### src/bolt_pkg.sv
// ----------------------------------------------------------------------------
// bolt_pkg
// Shared types, sizes and helper functions of the bounded ordered list table.
// ----------------------------------------------------------------------------
package bolt_pkg;

    // Storage sizing.
    localparam int CAPACITY   = 64;
    localparam int DATA_WIDTH = 32;
    localparam int ADDR_W     = $clog2(CAPACITY);
    localparam int CNT_W      = $clog2(CAPACITY + 1);

    // Fixed field widths of the item channels.
    localparam int KIND_W   = 3;
    localparam int POS_W    = 7;
    localparam int VALUE_W  = 32;
    localparam int FOUND_W  = 6;
    localparam int ENTRY_W  = 7;
    localparam int STATUS_W = 2;

    // Width that holds both a request position and the entry count.
    localparam int CMP_W = (CNT_W > POS_W) ? CNT_W : POS_W;

    // Request kinds.
    typedef enum logic [KIND_W-1:0] {
        K_APPEND = 3'd0,
        K_INSERT = 3'd1,
        K_DELETE = 3'd2,
        K_READ   = 3'd3,
        K_FIND   = 3'd4
    } t_kind;

    // Result status codes.
    typedef enum logic [STATUS_W-1:0] {
        ST_OK        = 2'd0,
        ST_BAD_POS   = 2'd1,
        ST_FULL      = 2'd2,
        ST_NOT_FOUND = 2'd3
    } t_status;

    // Sequencer states.
    typedef enum logic [2:0] {
        S_IDLE,
        S_INS,
        S_SCAN,
        S_DEL,
        S_RD,
        S_DONE
    } t_state;

    // Result handed from the sequencer to the output register.
    typedef struct packed {
        logic [VALUE_W-1:0] data_out;
        logic [FOUND_W-1:0] found_position;
        logic [ENTRY_W-1:0] entry_count;
        t_status            status;
    } t_result;

    // Port of the list memory as driven by the sequencer.
    typedef struct packed {
        logic                  we;
        logic [ADDR_W-1:0]     waddr;
        logic [DATA_WIDTH-1:0] wdata;
        logic [ADDR_W-1:0]     raddr;
    } t_mem_req;

    // Sign-extend a stored word and keep the low 32 bits.
    function automatic logic [VALUE_W-1:0] sext_out(input logic [DATA_WIDTH-1:0] w);
        logic signed [63:0] ext;
        ext = 64'(signed'(w));
        return ext[VALUE_W-1:0];
    endfunction

    // Keep the low bits of a request word that the list stores.
    function automatic logic [DATA_WIDTH-1:0] store_word(input logic [VALUE_W-1:0] v);
        logic [63:0] wide;
        wide = 64'(v);
        return wide[DATA_WIDTH-1:0];
    endfunction

endpackage

### src/bolt_ifs.sv
// ----------------------------------------------------------------------------
// bolt item channels
// Valid/ready channels carrying request and result items of the list table.
// ----------------------------------------------------------------------------
interface bolt_req_if import bolt_pkg::*; ();
    logic                      valid;
    logic                      ready;
    logic [KIND_W-1:0]         kind;
    logic [POS_W-1:0]          position;
    logic signed [VALUE_W-1:0] value;

    modport source (output valid, kind, position, value, input ready);
    modport sink   (input valid, kind, position, value, output ready);
endinterface

interface bolt_rsp_if import bolt_pkg::*; ();
    logic                      valid;
    logic                      ready;
    logic signed [VALUE_W-1:0] data_out;
    logic [FOUND_W-1:0]        found_position;
    logic [ENTRY_W-1:0]        entry_count;
    logic [STATUS_W-1:0]       status;

    modport source (output valid, data_out, found_position, entry_count, status,
                    input ready);
    modport sink   (input valid, data_out, found_position, entry_count, status,
                    output ready);
endinterface

### src/bolt_ram.sv
// ----------------------------------------------------------------------------
// bolt_ram
// Simple dual-port synchronous RAM: one write port, one read port with
// registered read data.
// ----------------------------------------------------------------------------
module bolt_ram #(
    parameter int DEPTH = 64,
    parameter int WIDTH = 32
) (
    input  logic                     i_clk,
    input  logic                     i_we,
    input  logic [$clog2(DEPTH)-1:0] i_waddr,
    input  logic [WIDTH-1:0]         i_wdata,
    input  logic [$clog2(DEPTH)-1:0] i_raddr,
    output logic [WIDTH-1:0]         o_rdata
);

    logic [WIDTH-1:0] r_mem [DEPTH];

    // Write port.
    always_ff @(posedge i_clk) begin
        if (i_we) begin
            r_mem[i_waddr] <= i_wdata;
        end
    end

    // Read port, registered read data.
    always_ff @(posedge i_clk) begin
        o_rdata <= r_mem[i_raddr];
    end

endmodule

### src/bolt_seq.sv
// ----------------------------------------------------------------------------
// bolt_seq
// Request sequencer: holds the entry count and walks the list memory one
// entry a cycle to search, open a gap for an insert or close one on delete.
// ----------------------------------------------------------------------------
module bolt_seq import bolt_pkg::*; (
    input  logic                  i_clk,
    input  logic                  i_rst_n,
    bolt_req_if.sink              i_req,
    output t_mem_req              o_mem,
    input  logic [DATA_WIDTH-1:0] i_rdata,
    output logic                  o_res_valid,
    output t_result               o_res,
    input  logic                  i_res_take
);

    t_state                r_state, n_state;
    logic [CNT_W-1:0]      r_count, n_count;
    logic [ADDR_W-1:0]     r_ptr, n_ptr;
    logic                  r_issue, n_issue;
    logic                  r_lag, n_lag;
    logic [ADDR_W-1:0]     r_lag_addr, n_lag_addr;
    logic [DATA_WIDTH-1:0] r_val, n_val;
    logic [ADDR_W-1:0]     r_pos, n_pos;
    logic                  r_del, n_del;
    t_result               r_res, n_res;

    logic [CMP_W-1:0] req_pos;
    logic [CMP_W-1:0] cnt_ext;
    logic [CMP_W-1:0] tgt_pos;
    logic [CNT_W-1:0] last_idx;
    logic             accept;

    assign accept   = i_req.valid && i_req.ready;
    assign req_pos  = CMP_W'(i_req.position);
    assign cnt_ext  = CMP_W'(r_count);
    assign last_idx = r_count - CNT_W'(1);
    assign tgt_pos  = (i_req.kind == K_APPEND) ? cnt_ext : req_pos;

    // Control registers.
    always_ff @(posedge i_clk) begin
        if (!i_rst_n) begin
            r_state <= S_IDLE;
            r_count <= '0;
            r_issue <= 1'b0;
            r_lag   <= 1'b0;
        end else begin
            r_state <= n_state;
            r_count <= n_count;
            r_issue <= n_issue;
            r_lag   <= n_lag;
        end
    end

    // Working registers of the current item.
    always_ff @(posedge i_clk) begin
        r_ptr      <= n_ptr;
        r_lag_addr <= n_lag_addr;
        r_val      <= n_val;
        r_pos      <= n_pos;
        r_del      <= n_del;
        r_res      <= n_res;
    end

    // Next state, memory accesses and result.
    always_comb begin
        n_state    = r_state;
        n_count    = r_count;
        n_ptr      = r_ptr;
        n_issue    = r_issue;
        n_lag      = r_lag;
        n_lag_addr = r_lag_addr;
        n_val      = r_val;
        n_pos      = r_pos;
        n_del      = r_del;
        n_res      = r_res;

        o_mem.we    = 1'b0;
        o_mem.waddr = r_pos;
        o_mem.wdata = r_val;
        o_mem.raddr = r_ptr;

        i_req.ready = 1'b0;
        o_res_valid = 1'b0;
        o_res       = r_res;
        o_res.entry_count = ENTRY_W'(r_count);

        unique case (r_state)
            S_IDLE: begin
                i_req.ready = 1'b1;
                // A read fetches its entry while the item is taken.
                o_mem.raddr = ADDR_W'(i_req.position);
                if (accept) begin
                    n_val   = store_word(i_req.value);
                    n_pos   = ADDR_W'(i_req.position);
                    n_lag   = 1'b0;
                    n_res   = '0;
                    n_res.status = ST_OK;
                    unique case (i_req.kind)
                        K_APPEND, K_INSERT: begin
                            if (tgt_pos > cnt_ext) begin
                                n_res.status = ST_BAD_POS;
                                n_state      = S_DONE;
                            end else if (r_count >= CNT_W'(CAPACITY)) begin
                                n_res.status = ST_FULL;
                                n_state      = S_DONE;
                            end else begin
                                // Walk down from the tail, moving each entry up one place.
                                n_pos   = ADDR_W'(tgt_pos);
                                n_ptr   = ADDR_W'(last_idx);
                                n_issue = (tgt_pos < cnt_ext);
                                n_state = S_INS;
                            end
                        end
                        K_DELETE, K_FIND: begin
                            n_del   = (i_req.kind == K_DELETE);
                            n_ptr   = '0;
                            n_issue = (r_count != '0);
                            n_state = S_SCAN;
                        end
                        K_READ: begin
                            if (req_pos < cnt_ext) begin
                                n_state = S_RD;
                            end else begin
                                n_res.status = ST_BAD_POS;
                                n_state      = S_DONE;
                            end
                        end
                        default: begin
                            n_state = S_DONE;
                        end
                    endcase
                end
            end

            S_INS: begin
                if (r_issue) begin
                    n_lag      = 1'b1;
                    n_lag_addr = r_ptr;
                    if (r_ptr == r_pos) begin
                        n_issue = 1'b0;
                    end else begin
                        n_ptr = r_ptr - ADDR_W'(1);
                    end
                end else begin
                    n_lag = 1'b0;
                end
                if (r_lag) begin
                    // Entry read last cycle goes one place towards the tail.
                    o_mem.we    = 1'b1;
                    o_mem.waddr = r_lag_addr + ADDR_W'(1);
                    o_mem.wdata = i_rdata;
                end else if (!r_issue) begin
                    // Gap is open: place the new word.
                    o_mem.we    = 1'b1;
                    o_mem.waddr = r_pos;
                    o_mem.wdata = r_val;
                    n_count     = r_count + CNT_W'(1);
                    n_state     = S_DONE;
                end
            end

            S_SCAN: begin
                if (r_issue) begin
                    n_lag      = 1'b1;
                    n_lag_addr = r_ptr;
                    if (CNT_W'(r_ptr) == last_idx) begin
                        n_issue = 1'b0;
                    end else begin
                        n_ptr = r_ptr + ADDR_W'(1);
                    end
                end else begin
                    n_lag = 1'b0;
                end
                if (r_lag && (i_rdata == r_val)) begin
                    if (r_del) begin
                        // First match found: pull the later entries down over it.
                        n_ptr   = r_lag_addr + ADDR_W'(1);
                        n_issue = (CNT_W'(r_lag_addr) != last_idx);
                        n_lag   = 1'b0;
                        n_state = S_DEL;
                    end else begin
                        n_res.found_position = FOUND_W'(r_lag_addr);
                        n_state              = S_DONE;
                    end
                end else if (!r_issue && !r_lag) begin
                    n_res.status = ST_NOT_FOUND;
                    n_state      = S_DONE;
                end
            end

            S_DEL: begin
                if (r_issue) begin
                    n_lag      = 1'b1;
                    n_lag_addr = r_ptr;
                    if (CNT_W'(r_ptr) == last_idx) begin
                        n_issue = 1'b0;
                    end else begin
                        n_ptr = r_ptr + ADDR_W'(1);
                    end
                end else begin
                    n_lag = 1'b0;
                end
                if (r_lag) begin
                    // Entry read last cycle goes one place towards the head.
                    o_mem.we    = 1'b1;
                    o_mem.waddr = r_lag_addr - ADDR_W'(1);
                    o_mem.wdata = i_rdata;
                end else if (!r_issue) begin
                    n_count = r_count - CNT_W'(1);
                    n_state = S_DONE;
                end
            end

            S_RD: begin
                n_res.data_out = sext_out(i_rdata);
                n_state        = S_DONE;
            end

            S_DONE: begin
                o_res_valid = 1'b1;
                if (i_res_take) begin
                    n_state = S_IDLE;
                end
            end

            default: begin
                n_state = S_IDLE;
            end
        endcase
    end

endmodule

### src/bounded_ordered_list_table.sv
// Each request passes through the sequencer and then the output register. A rejected
// request or a spare kind goes straight to its result; a read fetches one entry; an append
// or insert moves the entries from the tail down to its position up one place; a find
// scans from the head; a delete scans for its first match, then pulls the later ones down.
// One item at a time: a request is taken only while the sequencer is idle, so a held
// result stalls the next one. Reset clears the entry count and state, not the list memory.
// ----------------------------------------------------------------------------
// bounded_ordered_list_table
// Ordered list of signed words kept packed in one memory, with append,
// insert, delete, read and find requests and one result item per request.
// ----------------------------------------------------------------------------
module bounded_ordered_list_table import bolt_pkg::*; (
    input  logic      i_clk,
    input  logic      i_rst_n,
    bolt_req_if.sink  i_req,
    bolt_rsp_if.source o_rsp
);

    t_mem_req              mem_req;
    logic [DATA_WIDTH-1:0] mem_rdata;
    logic                  res_valid;
    t_result               res;
    logic                  res_take;

    logic    r_out_valid;
    t_result r_out;

    // List memory.
    bolt_ram #(
        .DEPTH (CAPACITY),
        .WIDTH (DATA_WIDTH)
    ) u_ram (
        .i_clk   (i_clk),
        .i_we    (mem_req.we),
        .i_waddr (mem_req.waddr),
        .i_wdata (mem_req.wdata),
        .i_raddr (mem_req.raddr),
        .o_rdata (mem_rdata)
    );

    // Request sequencer.
    bolt_seq u_seq (
        .i_clk       (i_clk),
        .i_rst_n     (i_rst_n),
        .i_req       (i_req),
        .o_mem       (mem_req),
        .i_rdata     (mem_rdata),
        .o_res_valid (res_valid),
        .o_res       (res),
        .i_res_take  (res_take)
    );

    // The output register takes a result when it is empty or being drained.
    assign res_take = res_valid && (!r_out_valid || o_rsp.ready);

    always_ff @(posedge i_clk) begin
        if (!i_rst_n) begin
            r_out_valid <= 1'b0;
        end else if (res_take) begin
            r_out_valid <= 1'b1;
        end else if (o_rsp.ready) begin
            r_out_valid <= 1'b0;
        end
    end

    always_ff @(posedge i_clk) begin
        if (res_take) begin
            r_out <= res;
        end
    end

    // Result item.
    assign o_rsp.valid          = r_out_valid;
    assign o_rsp.data_out       = r_out.data_out;
    assign o_rsp.found_position = r_out.found_position;
    assign o_rsp.entry_count    = r_out.entry_count;
    assign o_rsp.status         = r_out.status;

endmodule

### src/flat_wrapper.sv
// flat-port wrapper written by rule: the top's interface ports become plain ports
module bounded_ordered_list_table_flat import bolt_pkg::*;
  (i_clk, i_rst_n, i_req_valid, i_req_kind, i_req_position, i_req_value, i_req_ready, o_rsp_valid, o_rsp_data_out, o_rsp_found_position, o_rsp_entry_count, o_rsp_status, o_rsp_ready);
  bolt_req_if i_req_i ();
  bolt_rsp_if o_rsp_i ();
  input  logic i_clk;
  input  logic i_rst_n;
  input wire logic [$bits(i_req_i.valid)-1:0] i_req_valid;
  input wire logic [$bits(i_req_i.kind)-1:0] i_req_kind;
  input wire logic [$bits(i_req_i.position)-1:0] i_req_position;
  input wire logic [$bits(i_req_i.value)-1:0] i_req_value;
  output wire logic [$bits(i_req_i.ready)-1:0] i_req_ready;
  output wire logic [$bits(o_rsp_i.valid)-1:0] o_rsp_valid;
  output wire logic [$bits(o_rsp_i.data_out)-1:0] o_rsp_data_out;
  output wire logic [$bits(o_rsp_i.found_position)-1:0] o_rsp_found_position;
  output wire logic [$bits(o_rsp_i.entry_count)-1:0] o_rsp_entry_count;
  output wire logic [$bits(o_rsp_i.status)-1:0] o_rsp_status;
  input wire logic [$bits(o_rsp_i.ready)-1:0] o_rsp_ready;
  assign i_req_i.valid = i_req_valid;
  assign i_req_i.kind = i_req_kind;
  assign i_req_i.position = i_req_position;
  assign i_req_i.value = i_req_value;
  assign i_req_ready = i_req_i.ready;
  assign o_rsp_valid = o_rsp_i.valid;
  assign o_rsp_data_out = o_rsp_i.data_out;
  assign o_rsp_found_position = o_rsp_i.found_position;
  assign o_rsp_entry_count = o_rsp_i.entry_count;
  assign o_rsp_status = o_rsp_i.status;
  assign o_rsp_i.ready = o_rsp_ready;
  bounded_ordered_list_table u_core (.i_clk(i_clk), .i_rst_n(i_rst_n), .i_req(i_req_i), .o_rsp(o_rsp_i));
endmodule
### config.mk
export PLATFORM = sky130hd
export DESIGN_NAME = bounded_ordered_list_table_flat
export DESIGN_NICKNAME = d
export VERILOG_FILES = /design/src/bolt_pkg.sv /design/src/bolt_ifs.sv /design/src/bolt_ram.sv /design/src/bolt_seq.sv /design/src/bounded_ordered_list_table.sv /design/src/flat_wrapper.sv
export SDC_FILE = /design/constraint.sdc
export NUM_CORES = 2
export LEC_CHECK = 0
export BUFFER_PORTS_ARGS = -buffer_cell sky130_fd_sc_hd__buf_2
export CAP_MARGIN = 20
export CELL_PAD_IN_SITES_DETAIL_PLACEMENT = 0
export CELL_PAD_IN_SITES_GLOBAL_PLACEMENT = 2
export CORE_UTILIZATION = 40
export DETAILED_ROUTE_END_ITERATION = 10
export GPL_TIMING_DRIVEN = 0
export PLACE_DENSITY = 0.75
export SETUP_SLACK_MARGIN = 0.4
export SLEW_MARGIN = 15
export SYNTH_ARGS = -nofsm -noshare
export SYNTH_HDL_FRONTEND = slang
export SYNTH_SLANG_ARGS = --single-unit
### constraint.sdc
create_clock -name i_clk -period 5.3 [get_ports i_clk]
set_clock_uncertainty 0.05 [all_clocks]
set_input_delay 0.265 -clock i_clk [delete_from_list [all_inputs] [get_ports i_clk]]
set_output_delay 0.265 -clock i_clk [all_outputs]
set_load 0.03 [all_outputs]
== After elaboration in Yosys (flattened, before gate mapping) ==
Memories as Yosys holds them, arrays and structs flattened. A register that Yosys moved wholly into a read port is not among the register bits.
Cells that the tools add are included.
Operators by class
  add/subtract/negate cells: 6
  magnitude comparators: 4
  eq/ne operators: 31
  multiplexer cells: 71
  reduce and logical (&&, ||, !) cells: 32
Operators by type and width (count)
  $mux 39: 3
  $mux 6: 15
  $pmux 39 s2: 1
  $pmux 32 s2: 1
  $mux 47: 1
  $mux 7: 5
  $eq 32x32->1: 1
  $mux 3: 9
  $ne 2x2->1 const B: 13
  $pmux 6 s2: 2
  $pmux 6 s4: 1
  $mux 1: 21
  $pmux 3 s5: 1
  $reduce_and 5->1: 3
  $lt 7x7->1: 2
  $pmux 7 s2: 1
  $add 6x1->6 const B: 2
  $eq 3x2->1 const B: 4
  $sub 6x1->6 const B: 2
  $eq 3x3->1 const B: 3
  $ne 3x3->1 const B: 3
  $pmux 3 s3: 1
  $mux 2: 4
  $pmux 2 s2: 2
  other kinds (27): 43
Word-level totals
  register bits: 151
  bits in writable memories: 2048
  input bits: 46
  output and inout bits: 49
  memories kept: 1
Memories
  u_core.u_ram.r_mem: depth 64, bits a word 32, read ports 1, clocked after Yosys merged registers in 1, wr ports 1, line bolt_ram.sv:18  | logic [WIDTH-1:0] r_mem [DEPTH];

== Longest topological paths before layout ==
  word-level depth: 8
  depth in mapped cells: 14
  depth with buffers taken out: 11

== Cells and area by module ==
A second synthesis with hierarchy kept.
Unflattened totals
  cell total of the unflattened synthesis: 4141
  area total of the unflattened synthesis: 86813.3 um^2
Modules (own cells, without submodules)
  bolt_ram: times used 1, cells each 3511, area each 79039.6 um^2
  bolt_seq: times used 1, cells each 579, area each 6314.8 um^2
  bounded_ordered_list_table: times used 1, cells each 51, area each 1458.9 um^2

== Least setup slack after synthesis ==
OpenSTA, ideal clock, no wires.
  path kind: register to register
  from: register u_core.u_seq.r_state[1]
  to: memory u_core.u_ram.r_mem[32][0], enable pin
  setup time: 421 ps
  arrival time: 3481 ps
  path slack: 1348 ps
  stages on the path, launching flop included: 10
  cell sequence: dfxtp_1 -> buf_2 -> buf_1 -> or3b_2 -> o22ai_1 -> xor2_1 -> mux2_2 -> nor2_1 -> nand2_1 -> nor2_1
On the way
  cells in the longest elaborated chain, start to end: 4
  elaborated cells on any way between the ends: 5
  classes of those cells: eq/ne (2); mux (3)
RTL lines
  from (decl): line bolt_seq.sv:17  | t_state r_state, n_state;
  from (signal assigned): line bolt_seq.sv:48  | r_state <= n_state;
  $eq 3x2->1 or $eq 3x1->1 (tied branches): line bolt_seq.sv:88  | unique case (r_state)
  $pmux 39 s2 (*): line bolt_seq.sv:88
  $mux 1: line bolt_ram.sv:22  | if (i_we) begin
  $mux 1 (not written as such): line bolt_ram.sv:23  | r_mem[i_waddr] <= i_wdata;
  to (decl): line bolt_ram.sv:18
Mark *: on every way between the ends. The rest lies on a longest branch, timed or not.

== Worst setup path after layout ==
  from: register u_core.u_seq.r_state[1]
  to: register u_core.u_ram.o_rdata[28], read port of u_core.u_ram.r_mem
On the way
  cells in the longest elaborated chain, start to end: 2
RTL lines
  $logic_not 3->1: line bolt_seq.sv:88
  $mux 6: line bolt_seq.sv:88
  to (decl): line bolt_ram.sv:15  | output logic [WIDTH-1:0] o_rdata
No other way between the ends.
A chain may end at the register's enable or synchronous reset.

==> impl_results.md <==
* Antenna viol nets, final at 0
* DP Wirelength at 259 mm
* Initial core utilization at 40.3%
* Final hold vios at 0
* Site Rows at 171
* Reg clk slew, reported paths at 0.07 ns
* Initial antenna violation count at 45
* IO Port Bufs at 94
* Setup CP Type: register to register
* Htree depth at 4
* Cell variety after synth at 74
* Remaining DRCs at 0
* FF+latch area at 66,500 sq um
* Final Max Tran Viols at 0
* Total Negative Setup Slacks at -0.0326 ns
* Synthesized area at 87,500 sq um
* Die H at 470 um
* Reg2Reg Depth at 11
* Period minus WS final at 5.33 ns
* CTS buffer count at 220
* Core Box Area at 217,000 sq um
* TritonRoute pass-1 iters at 6
* CP startpoint: u_core.u_seq.r_state[1]
* Max_slew headroom at 3.68%
* Multi-input logic area at 20,300 sq um
* Final net count at 5,774
* Fill count at 18,200
* Avg WL per Cell at 42.3 um
* Die width at 470 um
* Worst path arrival time at 5.75 ns
* Power per cell area at 497 nW/um^2
* WL final at 370 mm
* Area Overhead vs Synth at 19.0%
* Grt total ovfl at 0
* RSZ-0062 raised after global routing: true
* CTS Sinks at 2,231
* Clock power share at 30.0%
* Mean number of vias per cell at 6.49
* Ports at 95
* Worst-path fanout max at 10
* Vias in the first global route at 52,300
* CP endpoint: u_core.u_ram.o_rdata[28]
* Switch share at 36.6%
* Internal cell power at 32.8 mW
* Register area share after synthesis at 76.0%
* Status: complete, but fails checks
* Iter 0 DRT Violations at 10,700
* Fmax achieved at 0.188 GHz
* Yosys reg bits at 2,231
* Yosys Warn Count at 0
* Die area at 221,000 sq um
* Commonest non-fill, non-tap cells in the layout: 2,186 x edfxtp_1, 709 x nand2_1, 242 x mux4_2
* Switch Pwr at 19.0 mW
* Failing checks: setup timing
* Asr flop ratio synth at 0%
* Worst Setup End Kind: register
* Root Driver: clkbuf_16
* Post-route clock period utilization at 101%
* Commonest non-fill, non-tap cell in the layout: edfxtp_1
* Dpl cells at 8,259
* Final WS setup at -0.0326 ns
* Post-synth top flop: edfxtp_1
* Max cap viols at 0
* Synth Instances at 5,137
* Syn_nets at 5,203
* Gr usage total at 33.0%
* Reg2reg end: u_core.u_ram.o_rdata[28]
* Worst min path class: primary input to register
* Flop pwr share at 39.8%
* Clock latency on the worst-skew pair at 0.91 ns
* Worst vdd ir at 0.373 mV
* Layout cell share with drive strength beyond 1 at 20.9%
* CP Launch Type: register
* R2R Setup Slk at -0.03 ns
* Syn avg cell area at 17.0 sq um
* Worst Tran Pin Value at 1.44 ns
* Leak at 34.2 nW
* CTS tree: done
* RR Startpoint: u_core.u_seq.r_state[1]
* Vias at 56,800
* Gpl congestion at 0.987
* CP Data Required Time at 5.72 ns
* Final Setup Violations at 1
* Clock Path Buffers at 3
* Post-synth EDFFs at 2,186
* Final Non-Filler Cells at 8,761
* Post-layout util at 47.9%
* Logic pwr share at 30.2%
* Largest net degree at the start of global routing at 65
* First-pass GRT wire length at 483 mm
[flip-flops by register name (all words and copies together) (netlist names), 7 cells and up]
register,flops
u_core.u_seq.o_res,40
u_core.u_seq.r_val,32
u_core.u_ram.r_mem,2048
u_core.o_rsp.entry_count,7
u_core.u_seq.cnt_ext,7
u_core.u_ram.o_rdata,32
u_core.o_rsp.data_out,32
[metrics by stage]
stage	hold slack [ns]	setup WS (ns)	power, mW	instance area [sq um]
finish	0.0512	-0.0326	51.7	104000
global route	0.0437	0.0867	52.2	104000
CTS	0.00895	0.200	50.8	104000
detailed placement	0.355	-0.639	35.5	95900
global placement	0.354	-2.90	35.1	91600
floorplan	0.314	1.35	27.5	87500
[worst min-delay path by stage]
| stage | to | start | slack [ns] | depth (start not counted) |
|---|---|---|---|---|
| after floorplan | u_core.u_seq.r_val[0] | i_req_value[0] | 0.31 | 0 |
| after global placement | u_core.o_rsp.data_out[16] | u_core.u_seq.o_res[31] | 0.35 | 0 |
| after detailed placement | u_core.o_rsp.data_out[14] | u_core.u_seq.o_res[29] | 0.35 | 0 |
| after CTS | u_core.u_seq.r_val[19] | i_req_value[19] | 0.009 | 2 |
| after global routing | u_core.u_seq.r_val[21] | i_req_value[21] | 0.04 | 2 |
| final | u_core.u_seq.r_val[4] | i_req_value[4] | 0.05 | 2 |
[power by group through the flow]
| stage | Combinational, mW | Sequential, mW | Clock (mW) |
|---|---|---|---|
| floorplan | 6.60 | 20.9 | 0 |
| global placement | 14.1 | 21.0 | 0 |
| detailed placement | 14.5 | 21.0 | 0 |
| CTS | 14.7 | 20.6 | 15.5 |
| global route | 15.4 | 20.6 | 16.1 |
| finish | 15.6 | 20.6 | 15.5 |
[cells by family (layout without fill, tap and decap cells)]
family / Yosys count / after routing / synth area share, %
other: 0 / 15 / 0
flip-flops: 2231 / 2231 / 76.0
adder cells (fa/ha/maj): 20 / 20 / 0.286
XOR/XNOR: 76 / 76 / 0.808
AND/OR/NAND/NOR: 1361 / 1361 / 7.11
multiplexers: 396 / 396 / 8.06
buffers and inverters: 340 / 1095 / 1.83
AO/OA/AOI/OAI: 713 / 713 / 5.87
[critical path, stage by stage, from the launching register on]
cell and delay (ns):
dfxtp_1 0.36, buf_2 0.24, or3_1 0.15, inv_1 0.22, a21oi_2 0.49, buf_2 0.44, buf_2 0.38, clkdlybuf4s15_2 0.62
clkbuf_4 0.56, o221ai_1 0.26, o22ai_1 0.37, nand4_1 0.74
[cell type report]
cell class / count / share of cell area [%]
repair buffers: 349 / 4.70
plain buffers: 318 / 1.65
clock inverters: 135 / 1.17
multi-input cells: 2566 / 19.5
clock buffers: 271 / 5.55
diodes: 15 / 0.0361
flip-flops and latches: 2231 / 63.9
well taps: 2854 / 3.43
inverters: 22 / 0.0793
[synthesized netlist by cell type (all sizes together) (38+ instances only)]
cell type	n	area share [%]
nand4	39	0.28
a211oi	141	1.2
dfxtp	45	1.0
mux4	242	6.2
a2111oi	39	0.39
o21ai	61	0.35
xor2	40	0.40
edfxtp	2186	75
clkbuf	152	0.65
nand3	161	0.92
nand2	710	3.0
a22oi	47	0.40
o2111ai	38	0.38
a311oi	38	0.38
and3	183	1.3
a21oi	102	0.58
nor2	147	0.64
buf	166	1.1
a31oi	103	0.74
mux2i	105	1.2
mux2	49	0.63
[timing repair]
action,CTS,global route
setup endpoints to repair,26,307
hold buffers,46,0
hold endpoints to repair,78,0
setup buffers,0,27
pin swaps,1,18
gates resized for setup,81,59
[per-layer routing]
metal	share of wire, %	vias up	GRT usage [%]	wire [um]
met5	0.047	-	0	175
met4	8.0	26	22.0	29500
met3	14	1065	11.1	53500
met1	35	29300	42.3	130000
li1	-	21700	-	-
met2	42	4755	47.4	157000
(Power assumes the default switching activity.)
